File: src/rtl/hrlp_pkg.sv
// ----------------------------------------------------------------------------
// HTTP request line parser package
// Shared codes, character constants, the result type and small helper
// functions for the request line parser.
// ----------------------------------------------------------------------------
package hrlp_pkg;

  // Parser phase within one request line.
  typedef enum logic [1:0] {
    PH_METHOD  = 2'd0,
    PH_URI     = 2'd1,
    PH_VERSION = 2'd2
  } phase_t;

  // Result status codes.
  localparam logic [1:0] ST_BUSY   = 2'd0;
  localparam logic [1:0] ST_ACCEPT = 2'd1;
  localparam logic [1:0] ST_ERROR  = 2'd2;

  // Method codes.
  localparam logic [1:0] M_NONE = 2'd0;
  localparam logic [1:0] M_GET  = 2'd1;
  localparam logic [1:0] M_POST = 2'd2;

  // Store field codes.
  localparam logic [1:0] SF_NONE    = 2'd0;
  localparam logic [1:0] SF_URI     = 2'd1;
  localparam logic [1:0] SF_VERSION = 2'd2;

  // Character constants.
  localparam logic [7:0] CH_G     = 8'h47;
  localparam logic [7:0] CH_E     = 8'h45;
  localparam logic [7:0] CH_T     = 8'h54;
  localparam logic [7:0] CH_P     = 8'h50;
  localparam logic [7:0] CH_O     = 8'h4f;
  localparam logic [7:0] CH_S     = 8'h53;
  localparam logic [7:0] CH_SPACE = 8'd32;
  localparam logic [7:0] CH_UNDER = 8'd95;
  localparam logic [7:0] CH_NUL   = 8'd0;

  // Exclusive bounds of the allowed character ranges.
  localparam logic [7:0] LOWER_LO = 8'd96;
  localparam logic [7:0] LOWER_HI = 8'd123;
  localparam logic [7:0] DIGIT_LO = 8'd45;
  localparam logic [7:0] DIGIT_HI = 8'd58;
  localparam logic [7:0] UPPER_LO = 8'd64;
  localparam logic [7:0] UPPER_HI = 8'd91;

  // One result item.
  typedef struct packed {
    logic [1:0] status;
    logic [1:0] method;
    logic [1:0] store_field;
    logic [7:0] store_pos;
    logic [7:0] store_byte;
  } res_t;

  // Letters, digits, '.', '/' and '_'.
  function automatic logic allowed_char(logic [7:0] c);
    return ((c > LOWER_LO) && (c < LOWER_HI)) ||
           ((c > DIGIT_LO) && (c < DIGIT_HI)) ||
           ((c > UPPER_LO) && (c < UPPER_HI)) ||
           (c == CH_UNDER);
  endfunction

  // Length of the method text including its trailing space.
  function automatic logic [2:0] method_len(logic [1:0] m);
    return (m == M_GET) ? 3'd4 : 3'd5;
  endfunction

  // Expected method character at a given match position.
  function automatic logic [7:0] method_char(logic [1:0] m, logic [2:0] pos);
    logic [7:0] c;
    if (m == M_GET) begin
      unique case (pos[1:0])
        2'd0:    c = CH_G;
        2'd1:    c = CH_E;
        2'd2:    c = CH_T;
        default: c = CH_SPACE;
      endcase
    end else begin
      unique case (pos)
        3'd0:    c = CH_P;
        3'd1:    c = CH_O;
        3'd2:    c = CH_S;
        3'd3:    c = CH_T;
        default: c = CH_SPACE;
      endcase
    end
    return c;
  endfunction

endpackage

File: src/rtl/http_request_line_parser_top.sv
// ----------------------------------------------------------------------------
// HTTP request line parser
// Parses a request line one byte per transfer and reports every URI and
// version character with its position.
// ----------------------------------------------------------------------------
// Usage:
//   The input channel (in_valid/in_ready) carries one byte of the request
//   line per transfer, with last_byte set on the final byte. The output
//   channel (out_valid/out_ready) carries exactly one result per input
//   byte, in order: status, method and an optional stored character.
//   A byte is taken into an input register; the parser state update and the
//   result are computed from it and written to the output register once
//   that register is free. While the receiver does not stall, one byte per
//   cycle is sustained; the state update is the only loop in the design.
//   When the receiver stalls, the finished result stays in the output
//   register and the input register still takes one more byte; in_ready then
//   drops until the output register is freed. in_ready depends
//   combinationally on out_ready.
//   Reset clears both pipeline registers and returns the parser to the start
//   of a line with no accepted line on record. After one line is accepted,
//   every later byte is reported as rejected until the next reset.
// ----------------------------------------------------------------------------
module http_request_line_parser_top #(
  parameter int URI_CAP     = 256,
  parameter int VERSION_CAP = 16
) (
  input  logic       clk,
  input  logic       rst,
  input  logic       in_valid,
  output logic       in_ready,
  input  logic [7:0] byte_in,
  input  logic       last_byte,
  output logic       out_valid,
  input  logic       out_ready,
  output logic [1:0] status,
  output logic [1:0] method,
  output logic [1:0] store_field,
  output logic [7:0] store_pos,
  output logic [7:0] store_byte
);
  import hrlp_pkg::*;

  // The field length counter only needs to reach the larger capacity minus one.
  localparam int MAX_CAP = (URI_CAP > VERSION_CAP) ? URI_CAP : VERSION_CAP;
  localparam int LEN_W   = $clog2(MAX_CAP);

  // Input register: one byte waiting for the parser.
  logic       hold_valid;
  logic [7:0] hold_byte;
  logic       hold_last;

  // The output register is free when empty or when its result transfers now.
  logic out_free;
  logic advance;
  res_t res;

  assign out_free = !out_valid || out_ready;
  assign advance  = hold_valid && out_free;
  assign in_ready = !hold_valid || out_free;

  always_ff @(posedge clk) begin
    if (rst) begin
      hold_valid <= 1'b0;
    end else if (in_ready) begin
      hold_valid <= in_valid;
    end
  end

  always_ff @(posedge clk) begin
    if (in_valid && in_ready) begin
      hold_byte <= byte_in;
      hold_last <= last_byte;
    end
  end

  hrlp_core #(
    .URI_CAP     (URI_CAP),
    .VERSION_CAP (VERSION_CAP),
    .LEN_W       (LEN_W)
  ) u_core (
    .clk       (clk),
    .rst       (rst),
    .advance   (advance),
    .byte_in   (hold_byte),
    .last_byte (hold_last),
    .res       (res)
  );

  // Output register.
  always_ff @(posedge clk) begin
    if (rst) begin
      out_valid <= 1'b0;
    end else if (out_free) begin
      out_valid <= hold_valid;
    end
  end

  always_ff @(posedge clk) begin
    if (advance) begin
      status      <= res.status;
      method      <= res.method;
      store_field <= res.store_field;
      store_pos   <= res.store_pos;
      store_byte  <= res.store_byte;
    end
  end

endmodule

File: src/rtl/hrlp_core.sv
// ----------------------------------------------------------------------------
// HTTP request line parser core
// Holds the per-line parser state and computes the result of one byte.
// State advances only when the caller signals that the byte is consumed.
// ----------------------------------------------------------------------------
module hrlp_core #(
  parameter int URI_CAP     = 256,
  parameter int VERSION_CAP = 16,
  parameter int LEN_W       = 8
) (
  input  logic          clk,
  input  logic          rst,
  input  logic          advance,
  input  logic [7:0]    byte_in,
  input  logic          last_byte,
  output hrlp_pkg::res_t res
);
  import hrlp_pkg::*;

  localparam logic [LEN_W-1:0] URI_LAST = LEN_W'(URI_CAP - 1);
  localparam logic [LEN_W-1:0] VER_LAST = LEN_W'(VERSION_CAP - 1);

  phase_t           phase, phase_next;
  logic [2:0]       match_pos, match_pos_next;
  logic [1:0]       method_seen, method_seen_next;
  logic [LEN_W-1:0] field_len, field_len_next;
  logic             line_done, line_done_next;
  logic             error_seen, error_seen_next;

  always_ff @(posedge clk) begin
    if (rst) begin
      phase       <= PH_METHOD;
      match_pos   <= '0;
      method_seen <= M_NONE;
      field_len   <= '0;
      line_done   <= 1'b0;
      error_seen  <= 1'b0;
    end else if (advance) begin
      phase       <= phase_next;
      match_pos   <= match_pos_next;
      method_seen <= method_seen_next;
      field_len   <= field_len_next;
      line_done   <= line_done_next;
      error_seen  <= error_seen_next;
    end
  end

  always_comb begin
    logic err;
    logic ok_char;
    err              = 1'b0;
    ok_char          = allowed_char(byte_in);
    phase_next       = phase;
    match_pos_next   = match_pos;
    method_seen_next = method_seen;
    field_len_next   = field_len;
    line_done_next   = line_done;
    error_seen_next  = error_seen;
    res              = '0;

    if (line_done) begin
      res.status = ST_ERROR;
    end else if (error_seen) begin
      res.status = ST_ERROR;
      if (last_byte) begin
        phase_next       = PH_METHOD;
        match_pos_next   = '0;
        method_seen_next = M_NONE;
        field_len_next   = '0;
        error_seen_next  = 1'b0;
      end
    end else begin
      unique case (phase)
        PH_METHOD: begin
          if (match_pos == 3'd0) begin
            if (byte_in == CH_G) begin
              method_seen_next = M_GET;
              match_pos_next   = 3'd1;
            end else if (byte_in == CH_P) begin
              method_seen_next = M_POST;
              match_pos_next   = 3'd1;
            end else begin
              err = 1'b1;
            end
          end else if ((match_pos >= method_len(method_seen)) ||
                       (byte_in != method_char(method_seen, match_pos))) begin
            err = 1'b1;
          end else begin
            match_pos_next = match_pos + 3'd1;
            if (match_pos_next == method_len(method_seen)) begin
              phase_next     = PH_URI;
              field_len_next = '0;
              res.method     = method_seen;
            end
          end
          if (last_byte) begin
            err = 1'b1;
          end
        end
        PH_URI: begin
          res.method = method_seen;
          if (last_byte) begin
            err = 1'b1;
          end else if (ok_char && (field_len != URI_LAST)) begin
            res.store_field = SF_URI;
            res.store_pos   = 8'(field_len);
            res.store_byte  = byte_in;
            field_len_next  = field_len + 1'b1;
          end else if ((byte_in == CH_SPACE) && (field_len != '0)) begin
            // URI terminator is reported as a zero byte.
            res.store_field = SF_URI;
            res.store_pos   = 8'(field_len);
            res.store_byte  = CH_NUL;
            field_len_next  = '0;
            phase_next      = PH_VERSION;
          end else begin
            err = 1'b1;
          end
        end
        PH_VERSION: begin
          res.method = method_seen;
          if (ok_char && (field_len != VER_LAST)) begin
            res.store_field = SF_VERSION;
            res.store_pos   = 8'(field_len);
            res.store_byte  = byte_in;
            field_len_next  = field_len + 1'b1;
            if (last_byte) begin
              res.status     = ST_ACCEPT;
              line_done_next = 1'b1;
              phase_next     = PH_METHOD;
              match_pos_next = '0;
              field_len_next = '0;
            end
          end else begin
            err = 1'b1;
          end
        end
        default: begin
          err = 1'b1;
        end
      endcase

      if (err) begin
        res              = '0;
        res.status       = ST_ERROR;
        phase_next       = PH_METHOD;
        match_pos_next   = '0;
        method_seen_next = M_NONE;
        field_len_next   = '0;
        error_seen_next  = !last_byte;
      end
    end
  end

endmodule

File: config.mk
export PLATFORM = sky130hd
export DESIGN_NAME = http_request_line_parser_top
export DESIGN_NICKNAME = d
export VERILOG_FILES = /design/src/rtl/hrlp_pkg.sv /design/src/rtl/http_request_line_parser_top.sv /design/src/rtl/hrlp_core.sv
export SDC_FILE = /design/constraint.sdc
export NUM_CORES = 1
export LEC_CHECK = 0
export BUFFER_PORTS_ARGS = -buffer_cell sky130_fd_sc_hd__buf_2
export CAP_MARGIN = 5
export CORE_AREA = 5 5 83 85
export CTS_CLUSTER_DIAMETER = 200
export CTS_CLUSTER_SIZE = 8
export DETAILED_ROUTE_END_ITERATION = 8
export DIE_AREA = 0 0 88 90
export PLACE_DENSITY_LB_ADDON = 0.2
export SYNTH_ARGS = -nofsm -noshare
export SYNTH_HDL_FRONTEND = slang
export SYNTH_SLANG_ARGS = --single-unit
File: constraint.sdc
create_clock -name clk -period 3.94 [get_ports clk]
set_input_delay 0.197 -clock clk [delete_from_list [all_inputs] [get_ports clk]]
set_output_delay 0.197 -clock clk [all_outputs]
set_load 0.02 [all_outputs]
Yosys cells after proc, flatten, opt, wreduce, memory -nomap -nowiden:

Index checks and enable logic that the tools add are counted.

* output and inout port bits: 24
* logic and storage cells: 168
* input port bits: 13
* register bits after elaboration: 50

* reduce and logical (&&, ||, !) cells: 34
* mux-type cells: 79
* equal/unequal tests: 27
* $add $sub $neg: 2
* magnitude comparators: 7
* bitwise gates (word level): 3

Operator list (count)
* 8-bit two-way mux: 16
* 18-bit two-way mux: 3
* 2-bit two-way mux: 22
* 7-bit case mux with 3 select lines: 2
* 18-bit case mux with 2 select lines: 1
* 8-bit by 7-bit equality test with 1-bit output, second input constant: 3
* 3-bit two-way mux: 8
* 8-bit case mux with 3 select lines: 1
* 1-bit two-way mux: 21
* 10-bit AND reduction: 2
* 17-bit two-way mux: 1
* 8-bit by 7-bit > comparator with 1-bit output, second input constant: 2
* 8-bit by 7-bit < comparator with 1-bit output, second input constant: 2
* 4-bit by 1-bit != test with 1-bit output, second input constant: 3
* 4-bit by 3-bit != test with 1-bit output, second input constant: 3
* 6-bit AND reduction: 2
* 8-bit by 1-bit adder with 8-bit output, second input constant: 1
* 8-bit by 6-bit equality test with 1-bit output, second input constant: 1
* 8-bit by 6-bit > comparator with 1-bit output, second input constant: 1
* 1-bit logical AND: 8
* 8-bit by 6-bit < comparator with 1-bit output, second input constant: 1
* 8-bit by 4-bit != test with 1-bit output, second input constant: 1
* 8-bit != test: 1
* 8-bit != test, second input constant: 1
* 29 further kinds: 45

Depth between registers and ports, before layout:

Gate-level depths: netlist (run 1).

* word-level depth: 17
* depth in mapped cells: 14
* depth with buffers taken out: 12

Modules after synthesis:

Synthesis (run 1) repeated with hierarchy kept, for this count alone.

* cells, all modules: 282
* area total of the unflattened synthesis: 2869.0 sq um

By module, submodules not included
* hrlp_core: cells an instance 241, area each 1834.3 sq um, times used 1, sequential area each 340.3 sq um
* http_request_line_parser_top: cells an instance 41, area each 1034.7 sq um, times used 1, sequential area each 970.9 sq um

Worst setup path after synthesis (run 1):

OpenSTA, ideal clock, no wires.

* path kind: reg2reg
* start point: register u_core.match_pos[0]
* end point: register method[0] (data pin)
* stages on the path, launching flop included: 11
* arrival time: 2634 ps
* slack: 1167 ps
* period minus slack after synthesis: 2773 ps
* library setup time: 139 ps
* path through: dfxtp_1 ha_1 ha_1 or4_1 o211ai_2 nand4_2 o211a_1 nor3_4 nand2b_1 or3_1 nor2_1

* word-level cells in the longest chain between the ends: 16

Ends and longest elaborated chain
* start, declared: line hrlp_core.sv:24 `logic [2:0] match_pos, match_pos_next;`
* start signal, assigned: line hrlp_core.sv:40 `match_pos <= match_pos_next;`
* 3-bit by 2-bit equality test with 1-bit output (tied with other cells): line hrlp_pkg.sv:82 `unique case (pos)`
* 7-bit case mux with 3 select lines (on tied branches): line hrlp_pkg.sv:82, hrlp_pkg.sv:75
* 8-bit two-way mux: line hrlp_pkg.sv:74 `if (m == M_GET) begin`
* 8-bit two-way mux: line hrlp_core.sv:75 `if (match_pos == 3'd0) begin`
* 8-bit two-way mux: line hrlp_core.sv:73 `unique case (phase)`
* 8-bit two-way mux: line hrlp_core.sv:63 `end else if (error_seen) begin`
* 8-bit two-way mux: line hrlp_core.sv:61 `if (line_done) begin`
* 8-bit != test: line hrlp_core.sv:86 `(byte_in != method_char(method_seen, match_pos))) begin`
* 1-bit logical OR: line hrlp_core.sv:85 `end else if ((match_pos >= method_len(method_seen)) ||`
* 1-bit two-way mux: line hrlp_core.sv:85
* 1-bit two-way mux: line hrlp_core.sv:75
* 1-bit two-way mux: line hrlp_core.sv:96 `if (last_byte) begin`
* 1-bit case mux with 3 select lines: line hrlp_core.sv:73
* 1-bit two-way mux: line hrlp_core.sv:63
* 1-bit two-way mux: line hrlp_core.sv:61
* 3-bit OR reduction (no line)
* end signal, assigned: line http_request_line_parser_top.sv:101 `method <= res.method;`
* end, declared: line http_request_line_parser_top.sv:36 `output logic [1:0] method,`

Several ways; a longest one is shown, not always the timed one. The select of a mux whose other input is x is not followed.
A chain may end at the register's enable or synchronous reset.

Worst setup path in the final report (run 1):

* start point: register u_core.match_pos[0]
* end point: register method[1] (data pin)

The elaborated chain is that of the path after synthesis.

==> impl_metrics.json, run 1 <==
{
  "synthCells": 296,
  "grt_overflow": 0,
  "p_per_area_nw_per_um2": 314,
  "synthesis.area_um2": 2890,
  "vias": 2230,
  "ff2ff_setup_slack_ps": 830,
  "antenna_found_initial": 0,
  "vias_per_cell": 5.48,
  "finalPower_mw": 1.01,
  "rsz0062_at_grt": "no",
  "die_height_um": 90,
  "status": "complete, no violations",
  "startpoint_type": "flop",
  "crit_fanout": 7,
  "timing.rr.end": "method[1]",
  "yosys.area.top_type": "edfxtp_1",
  "min_from": "byte_in[1]",
  "period_share_pct": 78.9,
  "cts_buffer_depth": 2,
  "finalSetupViolCount": 0,
  "max-cap-violations": 0,
  "drtIter0Drc": 225,
  "placedInstanceArea_um2": 3120,
  "cts-root-buf": "clkbuf_8",
  "cts_num_sinks": 50,
  "cts_inserted_buffers": 5,
  "yosysTopAreaCellShare_pct": 32.2,
  "hold_viol": 0,
  "fmax_mhz": 322,
  "io_pins": 37,
  "wl_per_cell_um": 14.5,
  "grt_max_degree": 23,
  "worstMarginPinSlew_ps": 817,
  "portBuffers": 36,
  "leakage_nw": 1.18,
  "synth_area_per_cell_um2": 9.77,
  "fin_setup_tns_ps": 0,
  "ys.flop_type": "edfxtp_1",
  "worstSetupEndpointType": "flop",
  "cts_tree": "built",
  "final_area_um2": 3230,
  "cts_resized": 0,
  "ys_ff_latch": 50,
  "slew_headroom_pct": 45.0,
  "synth_warnings": 0,
  "path_cells": "inv_1 > ha_1 > o21ba_2 > o31ai_1 > mux2i_1 > a31o_2 > o211a_1 > nor3_4 > nand2b_1 > or3_1 > nor2_1",
  "ys_types": 60,
  "first_pass_iters": 5,
  "synthTopCellsByArea": "edfxtp_1 32%, dfxtp_1 13%, ha_1 6.1%",
  "drt-total-wl_um": 5890,
  "grt_pass1_wl_um": 9690,
  "rr_worst_depth": 11,
  "hold_class": "in2reg",
  "hpwl_um": 4500,
  "fillerInstances": 560,
  "clkLatencyLatePin_ps": 300,
  "cp.arrival_ps": 3270,
  "core_um2": 6130,
  "final_nets": 356,
  "max_stage_delay_ps": 440,
  "synthArstFlopShare_pct": 0,
  "gp_congestion": 0.912,
  "synth_edf_count": 31,
  "drc": 0,
  "holdPathEnd": "hold_byte[1]",
  "syn2layout_area_growth_pct": 11.6,
  "final_antenna_net_count": 0,
  "grt_pass1_vias": 2040,
  "whs_path_depth": 1,
  "h-tree-depth": 2,
  "reg2reg_from": "u_core.match_pos[0]",
  "vdd_drop_max_v": 0.000180,
  "mappedNetlistNets": 323,
  "min_period_ps": 3110,
  "core.rowCount": 29,
  "whs_ps": 71.6,
  "skew_ps": 11.1,
  "path_class": "reg2reg",
  "diodes": 0,
  "drive_gt1_share_pct": 18.2,
  "ctsHoldBuffers": 0,
  "post_cts_buffers": 0,
  "ys_seq_area_share_pct": 45.3,
  "path_clk_slew_ps": 90,
  "dieArea_um2": 7920,
  "grt_usage_pct": 15.2,
  "start_util_pct": 47.2,
  "critical_path_required_ps": 4110,
  "drv_slew": 0,
  "slowest_stage": "dfxtp_1",
  "utilization_pct": 52.6,
  "dieWidth_um": 88
}
## power by group
group / total, mW / internal, mW / switching (mW)
logic: 0.0769 / 0.0273 / 0.0496
registers: 0.586 / 0.571 / 0.0155
clock network: 0.349 / 0.187 / 0.162
## worst max-delay path, delay by kind of cell, from the launching register on
family                     cells  cell delay [ps]
and+or+nand+nor                4              970
DFF                            1              440
adders and majority gates      1              250
AOI/OAI and AO/OA              4             1080
buffers and inverters          1              130
muxes                          1              130
## metal layers
metal | GRT usage (%) | vias to the layer above | routed length [µm] | share of wire, %
li1 | - | 1145 | - | -
met1 | 22.0 | 1015 | 2820 | 48
met2 | 22.9 | 63 | 2610 | 44
met3 | 2.93 | 7 | 386 | 6.6
met4 | 4.22 | 0 | 79 | 1.3
met5 | 0 | - | 0 | 0
## cell families (layout without fill, tap and decap cells)
group / after synthesis / after routing / synth area share (%)
other: 1 / 1 / 0.130
buffers and inverters: 31 / 65 / 4.59
AOI/OAI and AO/OA: 69 / 69 / 17.5
xor gates and xnor gates: 7 / 7 / 2.12
muxes: 4 / 4 / 1.43
adders and majority gates: 14 / 14 / 6.06
DFF: 50 / 50 / 45.3
and+or+nand+nor: 120 / 120 / 22.8
## state kept, by name, indices dropped and copies added (netlist names), 2 cells and up
signal              cells
store_pos               8
status                  2
hold_byte               8
u_core.method_seen      2
store_field             2
u_core.field_len        8
u_core.match_pos        3
method                  2
u_core.phase            2
store_byte              8
## through the flow
step | cells | setup slack, ps
after CTS | 407 | 830
after global routing | 407 | 575
after detailed placement | 399 | 860
after global placement | 399 | 808
after floorplan | 296 | 1170
final | 407 | 833
## worst max-delay path by stage
stage / from / end
2_1_floorplan: u_core.match_pos[0] / method[0]
3_3_place_gp: u_core.match_pos[0] / u_core.method_seen[0]
3_5_place_dp: u_core.match_pos[0] / method[1]
4_1_cts: u_core.match_pos[0] / method[1]
5_1_grt: u_core.match_pos[0] / method[1]
6_report: u_core.match_pos[0] / method[1]
## cells in the mapped netlist, types with 2 or more instances
master	n
a2111oi_0	3
a211oi_1	4
a21o_1	4
a21oi_1	16
a21oi_2	3
a31oi_1	4
and2_1	18
and3_1	3
and4_1	2
buf_2	4
clkbuf_1	5
dfxtp_1	19
edfxtp_1	31
ha_1	14
inv_1	20
mux2i_1	3
nand2_1	16
nand2b_1	6
nand3_1	15
nand3b_1	3
nand4_1	8
nor2_1	25
nor2b_1	7
nor3_1	4
nor4_1	4
o21a_1	3
o21ai_0	7
o21ai_1	2
o21ba_2	2
o22ai_1	2
o2bb2ai_1	3
or3_1	2
xnor2_1	7
## layout make-up
cell class                 instances  area (µm²)  area share [%]
clock buffer                       5        68.8            2.13
clock inverter                     3        40.0            1.24
inverter                          20        75.1            2.33
multi-input combinational        215        1450            44.9
sequential                        50        1310            40.6
tap                               77        96.3            2.99
timing repair buffer              37         188            5.82
## placed cells by master (no fill, tap or decap), drive strengths merged, types with 2 or more instances in the layout
| master | Yosys | final |
|---|---|---|
| and4 | 2 | 2 |
| a31oi | 5 | 5 |
| nand4 | 9 | 9 |
| clkbuf | 5 | 5 |
| edfxtp | 31 | 31 |
| and3 | 3 | 3 |
| inv | 20 | 20 |
| o211ai | 2 | 2 |
| or3 | 2 | 2 |
| nor2 | 26 | 26 |
| xnor2 | 7 | 7 |
| mux2i | 3 | 3 |
| nand2b | 6 | 6 |
| o21ai | 9 | 9 |
| ha | 14 | 14 |
| clkinv | 0 | 2 |
| nand3b | 3 | 3 |
| dfxtp | 19 | 19 |
| nor4 | 4 | 4 |
| a21oi | 19 | 19 |
| buf | 6 | 37 |
| o21ba | 2 | 2 |
| and2 | 18 | 18 |
| nand3 | 15 | 15 |
| o21a | 3 | 3 |
| o2bb2ai | 3 | 3 |
| nor3 | 5 | 5 |
| a2111oi | 3 | 3 |
| a211oi | 4 | 4 |
| nor2b | 7 | 7 |
| o22ai | 2 | 2 |
| nand2 | 16 | 16 |
| a21o | 4 | 4 |
Note: power is estimated with default switching activity, not from simulation.
==> inputs of run 2 (changes only) <==
Settings changed: ABC_AREA from default to 1, CORE_AREA 5 5 83 85 to 5 5 86 88, DIE_AREA 0 0 88 90 to 0 0 91 93.
Clock period 3.94 ns to 2.9 ns, I/O delays scaled along.
==> run 2 against run 1 <==
Compared with the run above:
- total power increased by 70%
- first-iteration DRC count decreased by 22%
- die area increased by 6.9%
- synthesized area increased by 9.5%
- clock power increased by 41%
- maximum frequency increased by 23%
- wire length increased by 16%
- final area increased by 9.7%
- utilization increased by 1.3 points
- count of clock-buffer cells in the layout increased by 1
- final cell count increased by 26%
- critical endpoint is now store_byte[1]
- largest cell class unchanged
- highest routed layer unchanged
==> impl_metrics.json, run 2 <==
{
  "ff2ff_setup_slack_ps": 380,
  "min_period_ps": 2520,
  "io_pins": 37,
  "ys.flop_type": "edfxtp_1",
  "utilization_pct": 53.9,
  "first_pass_iters": 4,
  "reg2reg_from": "u_core.method_seen[1]",
  "finalSetupViolCount": 0,
  "crit_fanout": 9,
  "synth_warnings": 0,
  "slew_headroom_pct": 43.6,
  "skew_ps": 5.54,
  "yosys.area.top_type": "edfxtp_1",
  "core_um2": 6570,
  "max-cap-violations": 0,
  "path_clk_slew_ps": 90,
  "cts_num_sinks": 50,
  "stdcell_count": 513,
  "crit_start": "u_core.method_seen[1]",
  "grt_pass1_vias": 2605,
  "core.rowCount": 30,
  "dp.cells": 504,
  "cp.arrival_ps": 2670,
  "placedInstanceArea_um2": 3420,
  "p_per_area_nw_per_um2": 487,
  "synthesis.area_um2": 3170,
  "rr_worst_depth": 18,
  "wl_per_cell_um": 13.3,
  "path_class": "reg2reg",
  "layout_commonest_cell": "nand2_1",
  "cts_buffer_depth": 2,
  "dieArea_um2": 8460,
  "startpoint_type": "flop",
  "grt_usage_pct": 16.9,
  "drive_gt1_share_pct": 20.1,
  "synth_area_per_cell_um2": 8.04,
  "seq_power_share_pct": 48.2,
  "h-tree-depth": 2,
  "critical_path_required_ps": 3050,
  "clkLatencyLatePin_ps": 300,
  "period_share_pct": 87.0,
  "status": "complete, no violations",
  "ys_seq_area_share_pct": 41.4,
  "mappedNetlistNets": 421,
  "synth_commonest_cells": "85 x nand2_1, 50 x nor2_1, 47 x inv_1",
  "final_area_um2": 3540,
  "timing.rr.end": "store_byte[1]",
  "power_frac_comb_pct": 23.2,
  "drtIter0Drc": 176,
  "grt_pass1_wl_um": 12000,
  "sw_frac_of_total_pct": 32.0,
  "worstSetupEndpointType": "flop",
  "synthCells": 394,
  "diodes": 0,
  "ys_types": 39,
  "min_from": "byte_in[3]",
  "syn2layout_area_growth_pct": 11.8,
  "layout_common_cells": "85 x nand2_1, 50 x nor2_1, 47 x inv_1, 36 x buf_2, 35 x nand3_1",
  "cts_inserted_buffers": 5,
  "cts_tree": "built",
  "hold_class": "in2reg",
  "vias": 2697,
  "yosysTopAreaCellShare_pct": 29.4,
  "fin_setup_tns_ps": 0,
  "start_util_pct": 48.2,
  "dieWidth_um": 91,
  "p_switching_mw": 0.552,
  "synth_edf_count": 31,
  "internal_power_mw": 1.17,
  "portBuffers": 36,
  "grt_max_degree": 24,
  "vias_per_cell": 5.26,
  "antenna_found_initial": 0,
  "drt-total-wl_um": 6830,
  "holdPathEnd": "hold_byte[3]",
  "grt_overflow": 0,
  "whs_path_depth": 1,
  "drc": 0,
  "rsz0062_at_grt": "no",
  "leakage_nw": 1.50,
  "ys_ff_latch": 50,
  "hpwl_um": 5380,
  "synth_most_common_cell": "nand2_1",
  "final_nets": 459,
  "worstMarginPinSlew_ps": 844,
  "synthArstFlopShare_pct": 0,
  "fmax_mhz": 396,
  "die_height_um": 93,
  "cts-root-buf": "clkbuf_8",
  "hold_viol": 0,
  "gp_congestion": 0.925,
  "synthTopCellsByArea": "edfxtp_1 29%, dfxtp_1 12%, nand2_1 10%",
  "vdd_drop_max_v": 0.000224,
  "power.share.clock_pct": 28.5,
  "final_antenna_net_count": 0,
  "drv_slew": 0
}
run 2: cell types whose count changed after synthesis, moves of 9 or more:
cell / change
inv_1: +27
nand2_1: +69
nor3_2: +15
nor2_1: +25
nand4_1: +9
nand3_1: +20
and2_1: -18
run 2: metal layers:
layer	track usage, %	vias to the layer above	part of all wire [%]
met5	0	-	0
met2	28.0	58	47
met4	4.52	0	1.2
li1	-	1386	-
met1	22.9	1245	47
met3	2.98	8	5.2
run 2: repair_timing:
item,in CTS,in global routing
gates resized for setup,0,1
endpoints found under the setup margin,0,3
hold buffers,0,1
setup buffers,0,0
hold endpoints to repair,0,1
run 2: cells by family after synthesis:
kind of cell / Yosys count / synth area share [%]
and+or+nand+nor: 233 / 38.2
buffers and inverters: 63 / 7.74
DFF: 50 / 41.4
AOI/OAI and AO/OA: 31 / 6.44
adders and majority gates: 14 / 5.53
xor gates and xnor gates: 2 / 0.553
other: 1 / 0.118
run 2: worst max-delay path by stage:
stage | endpoint | cells after the start | slack [ps]
floorplan | store_pos[0] | 17 | 600
global placement | store_byte[5] | 17 | 430
detailed placement | store_pos[2] | 17 | 290
CTS | store_pos[2] | 17 | 270
global route | store_pos[0] | 18 | 30
finish | store_byte[1] | 18 | 380
run 2: stage by stage:
step / hold slack (ps) / power [mW] / worst slack, ps
floorplan: 244 / 1.15 / 598
global placement: 321 / 1.24 / 432
detailed placement: 323 / 1.25 / 293
CTS: 6.59 / 1.74 / 268
global route: 2.33 / 1.82 / 28.9
finish: 13.1 / 1.72 / 378
run 2: power groups by stage:
stage | registers [mW] | logic, mW | clock network (mW)
finish | 0.832 | 0.401 | 0.492
global route | 0.838 | 0.448 | 0.534
CTS | 0.832 | 0.399 | 0.505
detailed placement | 0.848 | 0.398 | 0
global placement | 0.847 | 0.392 | 0
floorplan | 0.851 | 0.300 | 0
run 2: critical path: stages (launching register included):
cell,delay [ps]
dfxtp_1,420
inv_2,80
nand2_4,110
ha_1,260
inv_1,60
nand3_1,70
nand2_1,60
nand2_1,50
nor2_1,100
nand2_1,60
nor2_1,110
nand3_1,130
nand2_2,100
nand2_4,60
nand2_8,100
nand3_4,160
nor2_8,180
o21ai_4,130
nor3_2,140
run 2: cell type report:
type	instances	area, µm²
clock buffers	6	72.6
clock inverters	2	37.5
fillers	635	3030
inverters	56	210
multi-input cells	281	1610
flip-flops and latches	50	1310
well taps	80	100
repair buffers	38	198
